### config.mk
export PLATFORM = sky130hd
export DESIGN_NAME = doubly_linked_list_engine_flat
export DESIGN_NICKNAME = d
export VERILOG_FILES = /design/src/rtl/dll_pkg.sv /design/src/rtl/dll_cmd_if.sv /design/src/rtl/dll_rsp_if.sv /design/src/rtl/dll_node_mem.sv /design/src/rtl/dll_seq.sv /design/src/rtl/doubly_linked_list_engine.sv /design/src/flat_wrapper.sv
export SDC_FILE = /design/constraint.sdc
export NUM_CORES = 2
export LEC_CHECK = 0
export BUFFER_PORTS_ARGS = -buffer_cell sky130_fd_sc_hd__buf_2
export CORE_ASPECT_RATIO = 1.1
export CORE_UTILIZATION = 65
export CTS_BUF_LIST = sky130_fd_sc_hd__clkbuf_8
export CTS_CLUSTER_SIZE = 14
export DETAILED_ROUTE_END_ITERATION = 6
export PLACE_DENSITY = 0.83
export REMOVE_ABC_BUFFERS = 1
export SYNTH_ARGS = -nofsm -noshare
export SYNTH_HDL_FRONTEND = slang
export SYNTH_SLANG_ARGS = --single-unit
### constraint.sdc
create_clock -name clk -period 13.65 [get_ports clk]
set_input_delay 2.0475 -clock clk [delete_from_list [all_inputs] [get_ports clk]]
set_output_delay 2.0475 -clock clk [all_outputs]
set_load 0.01 [all_outputs]
### src/rtl/dll_pkg.sv
// ----------------------------------------------------------------------------
// Doubly linked list engine package
// Shared widths, codes, state encoding and control structs for the engine.
// ----------------------------------------------------------------------------
package dll_pkg;

    // Fixed widths of the channel payload fields.
    localparam int CMD_W    = 3;
    localparam int WORD_W   = 32;
    localparam int STATUS_W = 2;
    localparam int POS_W    = 7;

    // Defaults for the top-level parameters.
    localparam int CAPACITY_DEF    = 64;
    localparam int VALUE_WIDTH_DEF = 32;

    // Command codes carried by the request channel.
    typedef enum logic [CMD_W-1:0] {
        CMD_INS_FIRST  = 3'd0,
        CMD_INS_LAST   = 3'd1,
        CMD_INS_AFTER  = 3'd2,
        CMD_INS_BEFORE = 3'd3,
        CMD_DELETE     = 3'd4,
        CMD_SEARCH     = 3'd5
    } cmd_t;

    // Result status codes.
    typedef enum logic [STATUS_W-1:0] {
        STAT_OK        = 2'd0,
        STAT_NOT_FOUND = 2'd1,
        STAT_EMPTY     = 2'd2,
        STAT_FULL      = 2'd3
    } status_t;

    // Sequencer states.
    typedef enum logic [3:0] {
        ST_IDLE,
        ST_WALK,
        ST_ALLOC,
        ST_POP,
        ST_LINK_NEW,
        ST_LINK_NBR,
        ST_LINK_CUR,
        ST_DEL_PREV,
        ST_DEL_NEXT,
        ST_DEL_FREE,
        ST_DONE
    } state_t;

    // Field write enables of the node memory.
    typedef struct packed {
        logic value;
        logic next_link;
        logic prev_link;
    } wr_en_t;

    // One result beat.
    typedef struct packed {
        status_t            status;
        logic [POS_W-1:0]   position;
    } result_t;

endpackage

### src/rtl/dll_cmd_if.sv
// ----------------------------------------------------------------------------
// Doubly linked list engine command channel
// Valid/ready channel carrying one command beat with its two values.
// ----------------------------------------------------------------------------
interface dll_cmd_if;
    import dll_pkg::*;

    logic                     valid;
    logic                     ready;
    logic [CMD_W-1:0]         cmd;
    logic signed [WORD_W-1:0] target_value;
    logic signed [WORD_W-1:0] item_value;

    modport source (output valid, output cmd, output target_value, output item_value,
                    input ready);
    modport sink   (input valid, input cmd, input target_value, input item_value,
                    output ready);

endinterface

### src/rtl/dll_rsp_if.sv
// ----------------------------------------------------------------------------
// Doubly linked list engine response channel
// Valid/ready channel carrying one status and position beat.
// ----------------------------------------------------------------------------
interface dll_rsp_if;
    import dll_pkg::*;

    logic                valid;
    logic                ready;
    logic [STATUS_W-1:0] status;
    logic [POS_W-1:0]    position;

    modport source (output valid, output status, output position, input ready);
    modport sink   (input valid, input status, input position, output ready);

endinterface

### src/rtl/dll_node_mem.sv
// ----------------------------------------------------------------------------
// Doubly linked list node memory
// One record per node (value, forward link, back link), one read port with a
// registered output and one write port with a write enable per field.
// ----------------------------------------------------------------------------
module dll_node_mem #(
    parameter int CAPACITY    = dll_pkg::CAPACITY_DEF,
    parameter int VALUE_WIDTH = dll_pkg::VALUE_WIDTH_DEF
) (
    input  logic                               clk,
    input  logic [$clog2(CAPACITY)-1:0]        rd_addr,
    output logic [VALUE_WIDTH-1:0]             rd_value,
    output logic [$clog2(CAPACITY+1)-1:0]      rd_next,
    output logic [$clog2(CAPACITY+1)-1:0]      rd_prev,
    input  logic [$clog2(CAPACITY)-1:0]        wr_addr,
    input  dll_pkg::wr_en_t                    wr_en,
    input  logic [VALUE_WIDTH-1:0]             wr_value,
    input  logic [$clog2(CAPACITY+1)-1:0]      wr_next,
    input  logic [$clog2(CAPACITY+1)-1:0]      wr_prev
);
    import dll_pkg::*;

    localparam int IW       = $clog2(CAPACITY + 1);
    localparam int REC_W    = VALUE_WIDTH + 2 * IW;
    localparam int PREV_LSB = 0;
    localparam int NEXT_LSB = IW;
    localparam int VAL_LSB  = 2 * IW;

    logic [REC_W-1:0] mem [CAPACITY];
    logic [REC_W-1:0] rd_data_reg;

    // Field-wise writes; an entry is only read after it has been written.
    always_ff @(posedge clk)
    begin
        if (wr_en.value)
        begin
            mem[wr_addr][VAL_LSB +: VALUE_WIDTH] <= wr_value;
        end
        if (wr_en.next_link)
        begin
            mem[wr_addr][NEXT_LSB +: IW] <= wr_next;
        end
        if (wr_en.prev_link)
        begin
            mem[wr_addr][PREV_LSB +: IW] <= wr_prev;
        end
    end

    // Registered read; the record is valid in the cycle after its address.
    always_ff @(posedge clk)
    begin
        rd_data_reg <= mem[rd_addr];
    end

    assign rd_value = rd_data_reg[VAL_LSB +: VALUE_WIDTH];
    assign rd_next  = rd_data_reg[NEXT_LSB +: IW];
    assign rd_prev  = rd_data_reg[PREV_LSB +: IW];

endmodule

### src/rtl/dll_seq.sv
// ----------------------------------------------------------------------------
// Doubly linked list sequencer
// Takes a command beat, walks the list through the node memory one node per
// cycle, rewrites the affected links for inserts and deletes, and hands a result to the output.
// ----------------------------------------------------------------------------
module dll_seq #(
    parameter int CAPACITY    = dll_pkg::CAPACITY_DEF,
    parameter int VALUE_WIDTH = dll_pkg::VALUE_WIDTH_DEF
) (
    input  logic                               clk,
    input  logic                               rst_n,
    dll_cmd_if.sink                            request,
    output logic                               res_valid,
    input  logic                               res_ready,
    output dll_pkg::result_t                   result,
    output logic [$clog2(CAPACITY)-1:0]        rd_addr,
    input  logic [VALUE_WIDTH-1:0]             rd_value,
    input  logic [$clog2(CAPACITY+1)-1:0]      rd_next,
    input  logic [$clog2(CAPACITY+1)-1:0]      rd_prev,
    output logic [$clog2(CAPACITY)-1:0]        wr_addr,
    output dll_pkg::wr_en_t                    wr_en,
    output logic [VALUE_WIDTH-1:0]             wr_value,
    output logic [$clog2(CAPACITY+1)-1:0]      wr_next,
    output logic [$clog2(CAPACITY+1)-1:0]      wr_prev
);
    import dll_pkg::*;

    localparam int IW = $clog2(CAPACITY + 1);
    localparam int AW = $clog2(CAPACITY);
    localparam logic [IW-1:0] NIL = IW'(CAPACITY);

    // Control registers.
    state_t          state_reg, state_next;
    cmd_t            cmd_reg, cmd_next;
    logic [IW-1:0]   head_reg, head_next;
    logic [IW-1:0]   tail_reg, tail_next;
    logic [IW-1:0]   free_reg, free_next;
    logic [IW-1:0]   hw_reg, hw_next;
    logic [IW-1:0]   count_reg, count_next;

    // Working registers.
    logic [VALUE_WIDTH-1:0] key_reg, key_next;
    logic [VALUE_WIDTH-1:0] item_reg, item_next;
    logic [IW-1:0]          cur_reg, cur_next;
    logic [IW-1:0]          nbr_prev_reg, nbr_prev_next;
    logic [IW-1:0]          nbr_next_reg, nbr_next_next;
    logic [IW-1:0]          new_reg, new_next;
    logic [POS_W-1:0]       pos_reg, pos_next;
    result_t                res_reg, res_next;

    logic               accept;
    cmd_t               cmd_in;
    logic signed [63:0] target_ext;
    logic signed [63:0] item_ext;
    logic               head_nil;
    logic               free_nil;
    logic               pool_full;
    logic               match;
    logic               rd_next_nil;
    logic               lookup_in;
    logic               lookup_ins;

    assign request.ready = (state_reg == ST_IDLE);
    assign accept        = request.valid && request.ready;
    assign cmd_in        = cmd_t'(request.cmd);
    assign target_ext    = 64'(request.target_value);
    assign item_ext      = 64'(request.item_value);

    assign head_nil    = (head_reg >= NIL);
    assign free_nil    = (free_reg >= NIL);
    assign pool_full   = (count_reg >= NIL);
    assign match       = (rd_value == key_reg);
    assign rd_next_nil = (rd_next >= NIL);
    assign lookup_in   = (cmd_in == CMD_INS_AFTER) || (cmd_in == CMD_INS_BEFORE);
    assign lookup_ins  = (cmd_reg == CMD_INS_AFTER) || (cmd_reg == CMD_INS_BEFORE);

    assign res_valid = (state_reg == ST_DONE);
    assign result    = res_reg;

    // Next-state logic.
    always_comb
    begin
        state_next = state_reg;
        unique case (state_reg)
            ST_IDLE:
            begin
                if (accept)
                begin
                    unique case (cmd_in)
                        CMD_INS_FIRST, CMD_INS_LAST:
                            state_next = pool_full ? ST_DONE : ST_ALLOC;
                        CMD_INS_AFTER, CMD_INS_BEFORE, CMD_DELETE, CMD_SEARCH:
                            state_next = head_nil ? ST_DONE : ST_WALK;
                        default:
                            state_next = ST_DONE;
                    endcase
                end
            end
            ST_WALK:
            begin
                if (match)
                begin
                    unique case (cmd_reg)
                        CMD_SEARCH: state_next = ST_DONE;
                        CMD_DELETE: state_next = ST_DEL_PREV;
                        default:    state_next = pool_full ? ST_DONE : ST_ALLOC;
                    endcase
                end
                else if (rd_next_nil)
                begin
                    state_next = ST_DONE;
                end
            end
            ST_ALLOC:    state_next = free_nil ? ST_LINK_NEW : ST_POP;
            ST_POP:      state_next = ST_LINK_NEW;
            ST_LINK_NEW: state_next = head_nil ? ST_DONE : ST_LINK_NBR;
            ST_LINK_NBR: state_next = lookup_ins ? ST_LINK_CUR : ST_DONE;
            ST_LINK_CUR: state_next = ST_DONE;
            ST_DEL_PREV: state_next = ST_DEL_NEXT;
            ST_DEL_NEXT: state_next = ST_DEL_FREE;
            ST_DEL_FREE: state_next = ST_DONE;
            ST_DONE:
            begin
                if (res_ready)
                begin
                    state_next = ST_IDLE;
                end
            end
            default:     state_next = ST_IDLE;
        endcase
    end

    // Memory accesses and register updates for each state.
    always_comb
    begin
        cmd_next      = cmd_reg;
        head_next     = head_reg;
        tail_next     = tail_reg;
        free_next     = free_reg;
        hw_next       = hw_reg;
        count_next    = count_reg;
        key_next      = key_reg;
        item_next     = item_reg;
        cur_next      = cur_reg;
        nbr_prev_next = nbr_prev_reg;
        nbr_next_next = nbr_next_reg;
        new_next      = new_reg;
        pos_next      = pos_reg;
        res_next      = res_reg;
        rd_addr       = cur_reg[AW-1:0];
        wr_addr       = new_reg[AW-1:0];
        wr_en         = '0;
        wr_value      = item_reg;
        wr_next       = NIL;
        wr_prev       = NIL;

        unique case (state_reg)
            ST_IDLE:
            begin
                // Latch the beat and start reading the head node.
                if (accept)
                begin
                    cmd_next  = cmd_in;
                    key_next  = lookup_in ? target_ext[VALUE_WIDTH-1:0]
                                          : item_ext[VALUE_WIDTH-1:0];
                    item_next = item_ext[VALUE_WIDTH-1:0];
                    cur_next  = head_reg;
                    pos_next  = POS_W'(1);
                    rd_addr   = head_reg[AW-1:0];
                    res_next.status   = STAT_OK;
                    res_next.position = '0;
                    unique case (cmd_in)
                        CMD_INS_FIRST, CMD_INS_LAST:
                        begin
                            if (pool_full)
                            begin
                                res_next.status = STAT_FULL;
                            end
                        end
                        CMD_INS_AFTER, CMD_INS_BEFORE, CMD_DELETE, CMD_SEARCH:
                        begin
                            if (head_nil)
                            begin
                                res_next.status = STAT_EMPTY;
                            end
                        end
                        default:
                            res_next.status = STAT_NOT_FOUND;
                    endcase
                end
            end
            ST_WALK:
            begin
                // One node per cycle: compare, or follow the forward link.
                if (match)
                begin
                    nbr_prev_next = rd_prev;
                    nbr_next_next = rd_next;
                    if (cmd_reg == CMD_SEARCH)
                    begin
                        res_next.position = pos_reg;
                    end
                    else if (lookup_ins && pool_full)
                    begin
                        res_next.status = STAT_FULL;
                    end
                end
                else if (rd_next_nil)
                begin
                    res_next.status = STAT_NOT_FOUND;
                end
                else
                begin
                    rd_addr  = rd_next[AW-1:0];
                    cur_next = rd_next;
                    pos_next = pos_reg + POS_W'(1);
                end
            end
            ST_ALLOC:
            begin
                // Recycled nodes first, otherwise the next never-used node.
                if (free_nil)
                begin
                    new_next = hw_reg;
                    hw_next  = hw_reg + IW'(1);
                end
                else
                begin
                    rd_addr  = free_reg[AW-1:0];
                    new_next = free_reg;
                end
            end
            ST_POP:
            begin
                free_next = rd_next;
            end
            ST_LINK_NEW:
            begin
                // Write the whole record of the new node.
                wr_en      = '{value: 1'b1, next_link: 1'b1, prev_link: 1'b1};
                count_next = count_reg + IW'(1);
                if (head_nil)
                begin
                    head_next = new_reg;
                    tail_next = new_reg;
                end
                else
                begin
                    unique case (cmd_reg)
                        CMD_INS_FIRST:  wr_next = head_reg;
                        CMD_INS_LAST:   wr_prev = tail_reg;
                        CMD_INS_AFTER:
                        begin
                            wr_prev = cur_reg;
                            wr_next = nbr_next_reg;
                        end
                        CMD_INS_BEFORE:
                        begin
                            wr_prev = nbr_prev_reg;
                            wr_next = cur_reg;
                        end
                        default:        wr_en = '0;
                    endcase
                end
            end
            ST_LINK_NBR:
            begin
                // Point the neighbour on the far side at the new node.
                unique case (cmd_reg)
                    CMD_INS_FIRST:
                    begin
                        wr_addr           = head_reg[AW-1:0];
                        wr_en.prev_link   = 1'b1;
                        wr_prev           = new_reg;
                        head_next         = new_reg;
                    end
                    CMD_INS_LAST:
                    begin
                        wr_addr           = tail_reg[AW-1:0];
                        wr_en.next_link   = 1'b1;
                        wr_next           = new_reg;
                        tail_next         = new_reg;
                    end
                    CMD_INS_AFTER:
                    begin
                        if (nbr_next_reg < NIL)
                        begin
                            wr_addr         = nbr_next_reg[AW-1:0];
                            wr_en.prev_link = 1'b1;
                            wr_prev         = new_reg;
                        end
                        else
                        begin
                            tail_next = new_reg;
                        end
                    end
                    CMD_INS_BEFORE:
                    begin
                        if (nbr_prev_reg < NIL)
                        begin
                            wr_addr         = nbr_prev_reg[AW-1:0];
                            wr_en.next_link = 1'b1;
                            wr_next         = new_reg;
                        end
                        else
                        begin
                            head_next = new_reg;
                        end
                    end
                    default:
                    begin
                        wr_en = '0;
                    end
                endcase
            end
            ST_LINK_CUR:
            begin
                // Point the matched node at the new node.
                wr_addr = cur_reg[AW-1:0];
                if (cmd_reg == CMD_INS_AFTER)
                begin
                    wr_en.next_link = 1'b1;
                    wr_next         = new_reg;
                end
                else
                begin
                    wr_en.prev_link = 1'b1;
                    wr_prev         = new_reg;
                end
            end
            ST_DEL_PREV:
            begin
                // Bypass the node from the front.
                if (nbr_prev_reg < NIL)
                begin
                    wr_addr         = nbr_prev_reg[AW-1:0];
                    wr_en.next_link = 1'b1;
                    wr_next         = nbr_next_reg;
                end
                else
                begin
                    head_next = nbr_next_reg;
                end
            end
            ST_DEL_NEXT:
            begin
                // Bypass the node from the back.
                if (nbr_next_reg < NIL)
                begin
                    wr_addr         = nbr_next_reg[AW-1:0];
                    wr_en.prev_link = 1'b1;
                    wr_prev         = nbr_prev_reg;
                end
                else
                begin
                    tail_next = nbr_prev_reg;
                end
            end
            ST_DEL_FREE:
            begin
                // Push the released node onto the free stack.
                wr_addr         = cur_reg[AW-1:0];
                wr_en.next_link = 1'b1;
                wr_next         = free_reg;
                free_next       = cur_reg;
                count_next      = count_reg - IW'(1);
            end
            ST_DONE:
            begin
                res_next = res_reg;
            end
            default:
            begin
                res_next = res_reg;
            end
        endcase
    end

    // Control state with reset.
    always_ff @(posedge clk or negedge rst_n)
    begin
        if (!rst_n)
        begin
            state_reg <= ST_IDLE;
            cmd_reg   <= CMD_INS_FIRST;
            head_reg  <= NIL;
            tail_reg  <= NIL;
            free_reg  <= NIL;
            hw_reg    <= '0;
            count_reg <= '0;
        end
        else
        begin
            state_reg <= state_next;
            cmd_reg   <= cmd_next;
            head_reg  <= head_next;
            tail_reg  <= tail_next;
            free_reg  <= free_next;
            hw_reg    <= hw_next;
            count_reg <= count_next;
        end
    end

    // Working registers need no reset.
    always_ff @(posedge clk)
    begin
        key_reg      <= key_next;
        item_reg     <= item_next;
        cur_reg      <= cur_next;
        nbr_prev_reg <= nbr_prev_next;
        nbr_next_reg <= nbr_next_next;
        new_reg      <= new_next;
        pos_reg      <= pos_next;
        res_reg      <= res_next;
    end

    // An idle engine has an empty list exactly when it holds no nodes.
    assert property (@(posedge clk) disable iff (!rst_n)
        (state_reg == ST_IDLE) |-> (head_nil == (count_reg == '0)))
        else $error("list head and node count disagree");

    // Every node handed out is either on the list or on the free stack.
    assert property (@(posedge clk) disable iff (!rst_n)
        (state_reg == ST_IDLE && free_nil) |-> (count_reg == hw_reg))
        else $error("empty free stack but nodes unaccounted for");

    // The walk only ever reads real nodes.
    assert property (@(posedge clk) disable iff (!rst_n)
        (state_reg == ST_WALK) |-> (cur_reg < NIL))
        else $error("walk reached a nil link");

    // The never-used pointer stays within the pool.
    assert property (@(posedge clk) disable iff (!rst_n)
        (hw_reg <= NIL) && (count_reg <= hw_reg))
        else $error("allocation pointer out of range");

    // A non-zero position only comes with a successful search.
    assert property (@(posedge clk) disable iff (!rst_n)
        (res_valid && res_reg.position != '0) |-> (res_reg.status == STAT_OK))
        else $error("position reported with a failing status");

endmodule

### src/rtl/doubly_linked_list_engine.sv
// ----------------------------------------------------------------------------
// Doubly linked list engine
// Ordered list of signed values in a node pool with forward and back links.
//
//   Channel    Role    Beat contents
//   request    sink    cmd, target_value, item_value
//   response   source  status, position
//
// Insert after, insert before, delete and search walk the list to the matching
// node or its end, since the node memory gives one record per cycle along the
// forward links. Reset clears the list at once; no clearing pass.
// The result waits in an output register, so a stalled response only holds
// the engine once a second result is ready.
// ----------------------------------------------------------------------------
module doubly_linked_list_engine #(
    parameter int CAPACITY    = dll_pkg::CAPACITY_DEF,
    parameter int VALUE_WIDTH = dll_pkg::VALUE_WIDTH_DEF
) (
    input  logic       clk,
    input  logic       rst_n,
    dll_cmd_if.sink    request,
    dll_rsp_if.source  response
);
    import dll_pkg::*;

    localparam int IW = $clog2(CAPACITY + 1);
    localparam int AW = $clog2(CAPACITY);

    logic                   res_valid;
    logic                   res_ready;
    result_t                result;
    logic [AW-1:0]          rd_addr;
    logic [VALUE_WIDTH-1:0] rd_value;
    logic [IW-1:0]          rd_next;
    logic [IW-1:0]          rd_prev;
    logic [AW-1:0]          wr_addr;
    wr_en_t                 wr_en;
    logic [VALUE_WIDTH-1:0] wr_value;
    logic [IW-1:0]          wr_next;
    logic [IW-1:0]          wr_prev;

    logic    out_valid_reg, out_valid_next;
    result_t out_res_reg;

    dll_seq #(
        .CAPACITY    (CAPACITY),
        .VALUE_WIDTH (VALUE_WIDTH)
    ) u_seq (
        .clk       (clk),
        .rst_n     (rst_n),
        .request   (request),
        .res_valid (res_valid),
        .res_ready (res_ready),
        .result    (result),
        .rd_addr   (rd_addr),
        .rd_value  (rd_value),
        .rd_next   (rd_next),
        .rd_prev   (rd_prev),
        .wr_addr   (wr_addr),
        .wr_en     (wr_en),
        .wr_value  (wr_value),
        .wr_next   (wr_next),
        .wr_prev   (wr_prev)
    );

    dll_node_mem #(
        .CAPACITY    (CAPACITY),
        .VALUE_WIDTH (VALUE_WIDTH)
    ) u_node_mem (
        .clk      (clk),
        .rd_addr  (rd_addr),
        .rd_value (rd_value),
        .rd_next  (rd_next),
        .rd_prev  (rd_prev),
        .wr_addr  (wr_addr),
        .wr_en    (wr_en),
        .wr_value (wr_value),
        .wr_next  (wr_next),
        .wr_prev  (wr_prev)
    );

    // Output register: takes a result when empty or being drained.
    assign res_ready      = !out_valid_reg || response.ready;
    assign out_valid_next = (res_valid && res_ready) || (out_valid_reg && !response.ready);

    always_ff @(posedge clk or negedge rst_n)
    begin
        if (!rst_n)
        begin
            out_valid_reg <= 1'b0;
        end
        else
        begin
            out_valid_reg <= out_valid_next;
        end
    end

    always_ff @(posedge clk)
    begin
        if (res_valid && res_ready)
        begin
            out_res_reg <= result;
        end
    end

    assign response.valid    = out_valid_reg;
    assign response.status   = out_res_reg.status;
    assign response.position = out_res_reg.position;

endmodule
### src/flat_wrapper.sv
// flat-port wrapper written by rule: the top's interface ports become plain ports
module doubly_linked_list_engine_flat import dll_pkg::*;
#(
    parameter int CAPACITY    = dll_pkg::CAPACITY_DEF,
    parameter int VALUE_WIDTH = dll_pkg::VALUE_WIDTH_DEF
)
  (clk, rst_n, request_valid, request_cmd, request_target_value, request_item_value, request_ready, response_valid, response_status, response_position, response_ready);
  dll_cmd_if request_i ();
  dll_rsp_if response_i ();
  input  logic clk;
  input  logic rst_n;
  input wire logic [$bits(request_i.valid)-1:0] request_valid;
  input wire logic [$bits(request_i.cmd)-1:0] request_cmd;
  input wire logic [$bits(request_i.target_value)-1:0] request_target_value;
  input wire logic [$bits(request_i.item_value)-1:0] request_item_value;
  output wire logic [$bits(request_i.ready)-1:0] request_ready;
  output wire logic [$bits(response_i.valid)-1:0] response_valid;
  output wire logic [$bits(response_i.status)-1:0] response_status;
  output wire logic [$bits(response_i.position)-1:0] response_position;
  input wire logic [$bits(response_i.ready)-1:0] response_ready;
  assign request_i.valid = request_valid;
  assign request_i.cmd = request_cmd;
  assign request_i.target_value = request_target_value;
  assign request_i.item_value = request_item_value;
  assign request_ready = request_i.ready;
  assign response_valid = response_i.valid;
  assign response_status = response_i.status;
  assign response_position = response_i.position;
  assign response_i.ready = response_ready;
  doubly_linked_list_engine #(.CAPACITY(CAPACITY), .VALUE_WIDTH(VALUE_WIDTH)) u_core (.clk(clk), .rst_n(rst_n), .request(request_i), .response(response_i));
endmodule
After elaboration in Yosys (flattened, before gate mapping)
Memory sizes are Yosys's and may differ from the RTL's. A register that Yosys moved wholly into a read port is not among the register bits.
Cells that the tools add are included.
Widths: inputs -> output; s select.
- reduce and logical (&&, ||, !) cells: 31
- $lt $le $gt $ge: 6
- mux-type cells: 84
- equal/unequal tests: 37
- add/sub/neg operators: 4
- operator list (kind ; count):
    $mux 7 ; 22
    $pmux 7 s2 ; 8
    $pmux 7 s3 ; 4
    $pmux 6 s4 ; 2
    $pmux 4 s10 ; 1
    $mux 6 ; 6
    $pmux 7 s5 ; 1
    $eq 32x32->1 ; 1
    $mux 32 ; 1
    $mux 4 ; 8
    $ge 7x7->1 const B ; 4
    $pmux 7 s4 ; 1
    $add 7x1->7 const B ; 3
    $pmux 6 s3 ; 1
    $pmux 9 s2 ; 1
    $eq 4x3->1 const B ; 4
    $ne 2x2->1 const B ; 8
    $pmux 4 s2 ; 2
    $ne 3x3->1 const B ; 5
    $reduce_and 5->1 ; 3
    $lt 7x7->1 const B ; 2
    $eq 3x2->1 const B ; 4
    $eq 3x3->1 const B ; 4
    $eq 4x4->1 const B ; 3
    other kinds (26) ; 63
- output and inout port bits: 11
- bits in writable memories: 2944
- memories: 1
- input port bits: 71
- logic and storage cells: 182
- register bits: 160
- memory list (name ; depth ; width ; rd ports ; clocked after Yosys merged registers in ; wr ports ; line ; RTL):
    u_core.u_node_mem.mem ; 64 ; 46 ; 1 ; 1 ; 1 ; dll_node_mem.sv:29 ; logic [REC_W-1:0] mem [CAPACITY];

Logic depth before layout (Yosys ltp)
- depth after elaboration: 7
- mapped depth: 16
- gate-level depth less buffers: 12

Hierarchy
Synthesis repeated with hierarchy kept, for this count alone.
- cell total of the unflattened synthesis: 5762
- area total of the unflattened synthesis: 121649.2 um^2
- modules (own cells, without submodules) (module ; cells each ; sequential area each (um^2) ; times used ; area each (um^2)):
    dll_node_mem ; 5029 ; 89325.7 ; 1 ; 113126.0
    dll_seq ; 720 ; 4297.9 ; 1 ; 8199.1
    doubly_linked_list_engine ; 13 ; 295.3 ; 1 ; 324.1

Worst setup path before layout
OpenSTA, ideal clock, no wires.
- path kind: input-to-reg
- from: input request_valid
- to: register u_core.u_node_mem.rd_data_reg[11] (read register of u_core.u_node_mem.mem)
- required time: 13.522 ns
- arrival time: 4.788 ns
- library setup time: 0.128 ns
- slack: 8.734 ns
- stages on the path: 11
- buffers on the path: 2
- cells stage by stage: nand2_1 -> inv_1 -> buf_2 -> nand2_1 -> a31oi_1 -> o32ai_1 -> nor2_1 -> clkbuf_1 -> o221ai_1 -> nor4b_1 -> nor4_2
- word-level cells in the longest chain between the ends: 3
- ends and longest elaborated chain (what ; line ; RTL):
    start: declaration ; flat_wrapper.sv:12 ; input wire logic [$bits(request_i.valid)-1:0] request_valid;
    $logic_and 1x1->1 ; dll_seq.sv:64 ; assign accept = request.valid && request.ready;
    $mux 6 ; dll_seq.sv:161 ; if (accept)
    $pmux 6 s3 ; dll_seq.sv:157 ; unique case (state_reg)
    end: declaration ; dll_node_mem.sv:30 ; logic [REC_W-1:0] rd_data_reg;
No other way between the ends.
A chain may end at the register's enable or synchronous reset.

Worst setup path in the final report
- from: register u_core.u_seq.key_reg[8]
- to: register u_core.u_node_mem.rd_data_reg[24] (read register of u_core.u_node_mem.mem)
- word-level cells in the longest chain between the ends: 3
- ends and longest elaborated chain (what ; line ; RTL):
    start: declaration ; dll_seq.sv:42 ; logic [VALUE_WIDTH-1:0] key_reg, key_next;
    start signal: assignment ; dll_seq.sv:407 ; key_reg <= key_next;
    $eq 32x32->1 ; dll_seq.sv:72 ; assign match = (rd_value == key_reg);
    $mux 6 ; dll_seq.sv:195 ; if (match)
    $pmux 6 s3 ; dll_seq.sv:157 ;
No other way between the ends.

==> results by group <==
Timing
  • Min Tclk post-route: 8330 ps
  • RSZ-0062 raised after global routing: false
  • Final Skew: roughly 92 ps
  • Worst setup margin: between 5000 and 6000 ps
  • Final setup viols: 0
  • Fmax: approximately 120 MHz
  • Slew HR: 0.0634
  • Period Utilization, post-route: 0.611
  • Slew @ Worst Pin: ~1400 ps
  • Hold violation total from the final report: 0
  • Max Slew Vio Count: 0

Clock network
  • CTS Hold Buffers Added: 0
  • CTS max path bufs: 4
  • Clock latency on the worst-skew pair: ~1100 ps
  • H-tree depth: 5
  • Clock Tree Root: clkbuf_8
  • Setup Buffers After CTS: 0
  • CTS tree: yes
  • CTS Buf Count: 465
  • Post-cts resize count: 0
  • Clock transition at path regs: around 60 ps
  • CTS sink count: 3150

Setup path
  • CP max FO: between 100 and 150
  • Worst path top cell family by delay: buffers and inverters
  • WP data required: roughly 15000 ps
  • Slowest CP cell: nand4_1
  • CP Cell Sequence: xor2_1, nor4_1, nand4_1, nor2_1, nand2_1, inv_1, a221o_4, buf_12, buf_12, buf_4, mux2_2, o221ai_1, a21oi_1, a211oi_1, nor4_1
  • WP depth: 15
  • CP Capture Type: flop
  • R2r worst-path depth: 15
  • WP buf/inv: 4
  • Crit path kind: flop to flop
  • Worst Path Arrival: ~9300 ps
  • CP peak stage delay: about 1000 ps
  • Startpoint type of the worst setup path: flop

Placed design
  • Buffers on Ports: 81
  • Post-DP HPWL: ~190000 um
  • GPL Wtd Cong: 0.904
  • Worst slack at placement: approximately 5400 ps

Global route
  • GR Overflow Total: 0
  • GRT Total Usage: 0.355
  • First-pass GRT wire length: 490000 um
  • Largest net degree at the start of global routing: 169
  • Antenna violations before repair: 17
  • Vias in the first global route: 74333

Logic synthesis
  • Synthesized netlist cell count: 7700
  • Top cell type by total area after synthesis: edfxtp_1
  • Syn Area/Cell: about 16 sq um
  • Distinct cell type count after synthesis: 81
  • Mapped Area: between 0.1 and 0.15 sq mm
  • Flops & latches, synth: 3150
  • Sequential element share of the synthesized area: 0.758
  • Post-synth EDFFs: 3061
  • Yosys top cell area share: 0.742
  • Synth top area cells: edfxtp_1 74%, mux2i_1 4.3%, mux2_2 3.2%, nand2_1 3.1%, a21oi_1 1.5%
  • Ys async rst share: 0.0137
  • Ys Warns: 0
  • Post-synth top flop: edfxtp_1

Flow run
  • Max cap viols: 0

Floorplan
  • Die area: between 0.15 and 0.2 sq mm
  • Area of the core: ~0.19 sq mm
  • I/O pin cnt: 82
  • Starting Density: 0.656
  • Die height: between 400 and 500 um
  • Num rows: roughly 170
  • Die W: roughly 420 um

Finish
  • Commonest non-fill, non-tap cells in the layout: 3061 x edfxtp_1, 1015 x nand2_1, 534 x mux2i_1, 481 x clkbuf_8, 371 x a21oi_1
  • Max reg flops: a little under 3000
  • FF/Latch Area: approximately 0.094 sq mm
  • Layout Nets: approximately 8100
  • Area grow syn2layout: 9.55%
  • Multi-input gate area: around 0.028 sq mm
  • Fillers: approximately 11000
  • Commonest non-fill, non-tap cell in the layout: edfxtp_1
  • Share of layout cells above drive strength 1: 0.167

Detailed routing
  • Pre-antenna DRT Iters: 7
  • WL final: between 300000 and 400000 um
  • Post-DRT Antenna Nets: 0
  • Via density: between 6 and 7
  • DR vias: approximately 76000
  • Avg WL per Cell: 31.8 um
  • Drc violations: 0
  • 1st-iter DRT viols: about 13000

Hold path
  • Hold Path Stages: 0
  • Worst min path class: flop to flop

Power
  • Total chip power: around 0.017 W
  • Leak: between 40 and 50 nW
  • Pwr/cell area: about 130 mW/mm^2
  • VDD IR max: between 0.1 and 0.15 mV

Run status
  • Status: finished, final reports clean
## cells in the mapped netlist (53+ instances only)
cell / n
a211oi_1: 53
a21oi_1: 371
a31oi_1: 57
a32oi_1: 92
buf_2: 138
clkbuf_1: 240
edfxtp_1: 3061
mux2_2: 356
mux2i_1: 534
nand2_1: 1020
nand3_1: 63
nor2_1: 335
o21ai_0: 96
o221ai_1: 137
o22ai_1: 273
## power breakdown
group	internal [W]	switching [W]
sequential	0.0104	0.00000000000000000000842
clock	0.00346	0.00350
combinational	0.0000154	0.0000309
total	0.0139	0.00353
## cell type report
type,count,area share
sequential,3150,0.692
antenna,9,0.000166
timing repair buffer,280,0.0147
clock buffer,481,0.0488
tap,2535,0.0234
inverter,24,0.000682
multi-input combinational,4049,0.208
clock inverter,338,0.0123
## worst paths after layout
kind / startpoint / slack (ps) / to
setup reg to reg: u_core.u_seq.key_reg[8]$_DFFE_PP_ / 5320 / u_core.u_node_mem.rd_data_reg[24]$_DFF_P_
hold reg to reg: u_core.u_seq.result[6]$_SDFFCE_PN0P_ / 430 / u_core.response.position[6]$_DFFE_PP_
setup / recovery: u_core.u_seq.key_reg[8]$_DFFE_PP_ / 5320 / u_core.u_node_mem.rd_data_reg[24]$_DFF_P_
max in group asynchronous: rst_n / 12120 / u_core.u_seq.count_reg[0]$_DFFE_PN0P_
hold / removal: u_core.u_seq.result[6]$_SDFFCE_PN0P_ / 430 / u_core.response.position[6]$_DFFE_PP_
min in group asynchronous: rst_n / 1040 / u_core.u_seq.free_reg[4]$_DFFE_PN0P_
## layer usage
metal	vias up	track usage	wire, um
li1	30733	-	-
met1	36787	0.448	111000
met2	6714	0.551	160000
met3	1389	0.0948	49400
met4	14	0.223	24600
met5	-	0	264
## cell families after synthesis
logic type / after synthesis / share of synthesized area
AND/OR/NAND/NOR: 1788 / 0.0653
buffers and inverters: 501 / 0.0198
multiplexers: 937 / 0.0840
AO/OA/AOI/OAI: 1263 / 0.0681
adder cells (fa/ha/maj): 11 / 0.00117
XOR/XNOR: 50 / 0.00354
flip-flops: 3150 / 0.758
## stage by stage
stage	instance area [sq um]	hold slack [ps]	util	setup TNS, ps	instances
after global placement	127000	407	0.674	0	10038
after detailed placement	127000	415	0.674	0	10038
final	136000	426	0.718	0	10866
after CTS	136000	429	0.718	0	10857
after floorplan	122000	386	-	-3807200	7223
after global routing	136000	439	0.718	0	10858
No activity file was read; power rests on OpenSTA's default activity.
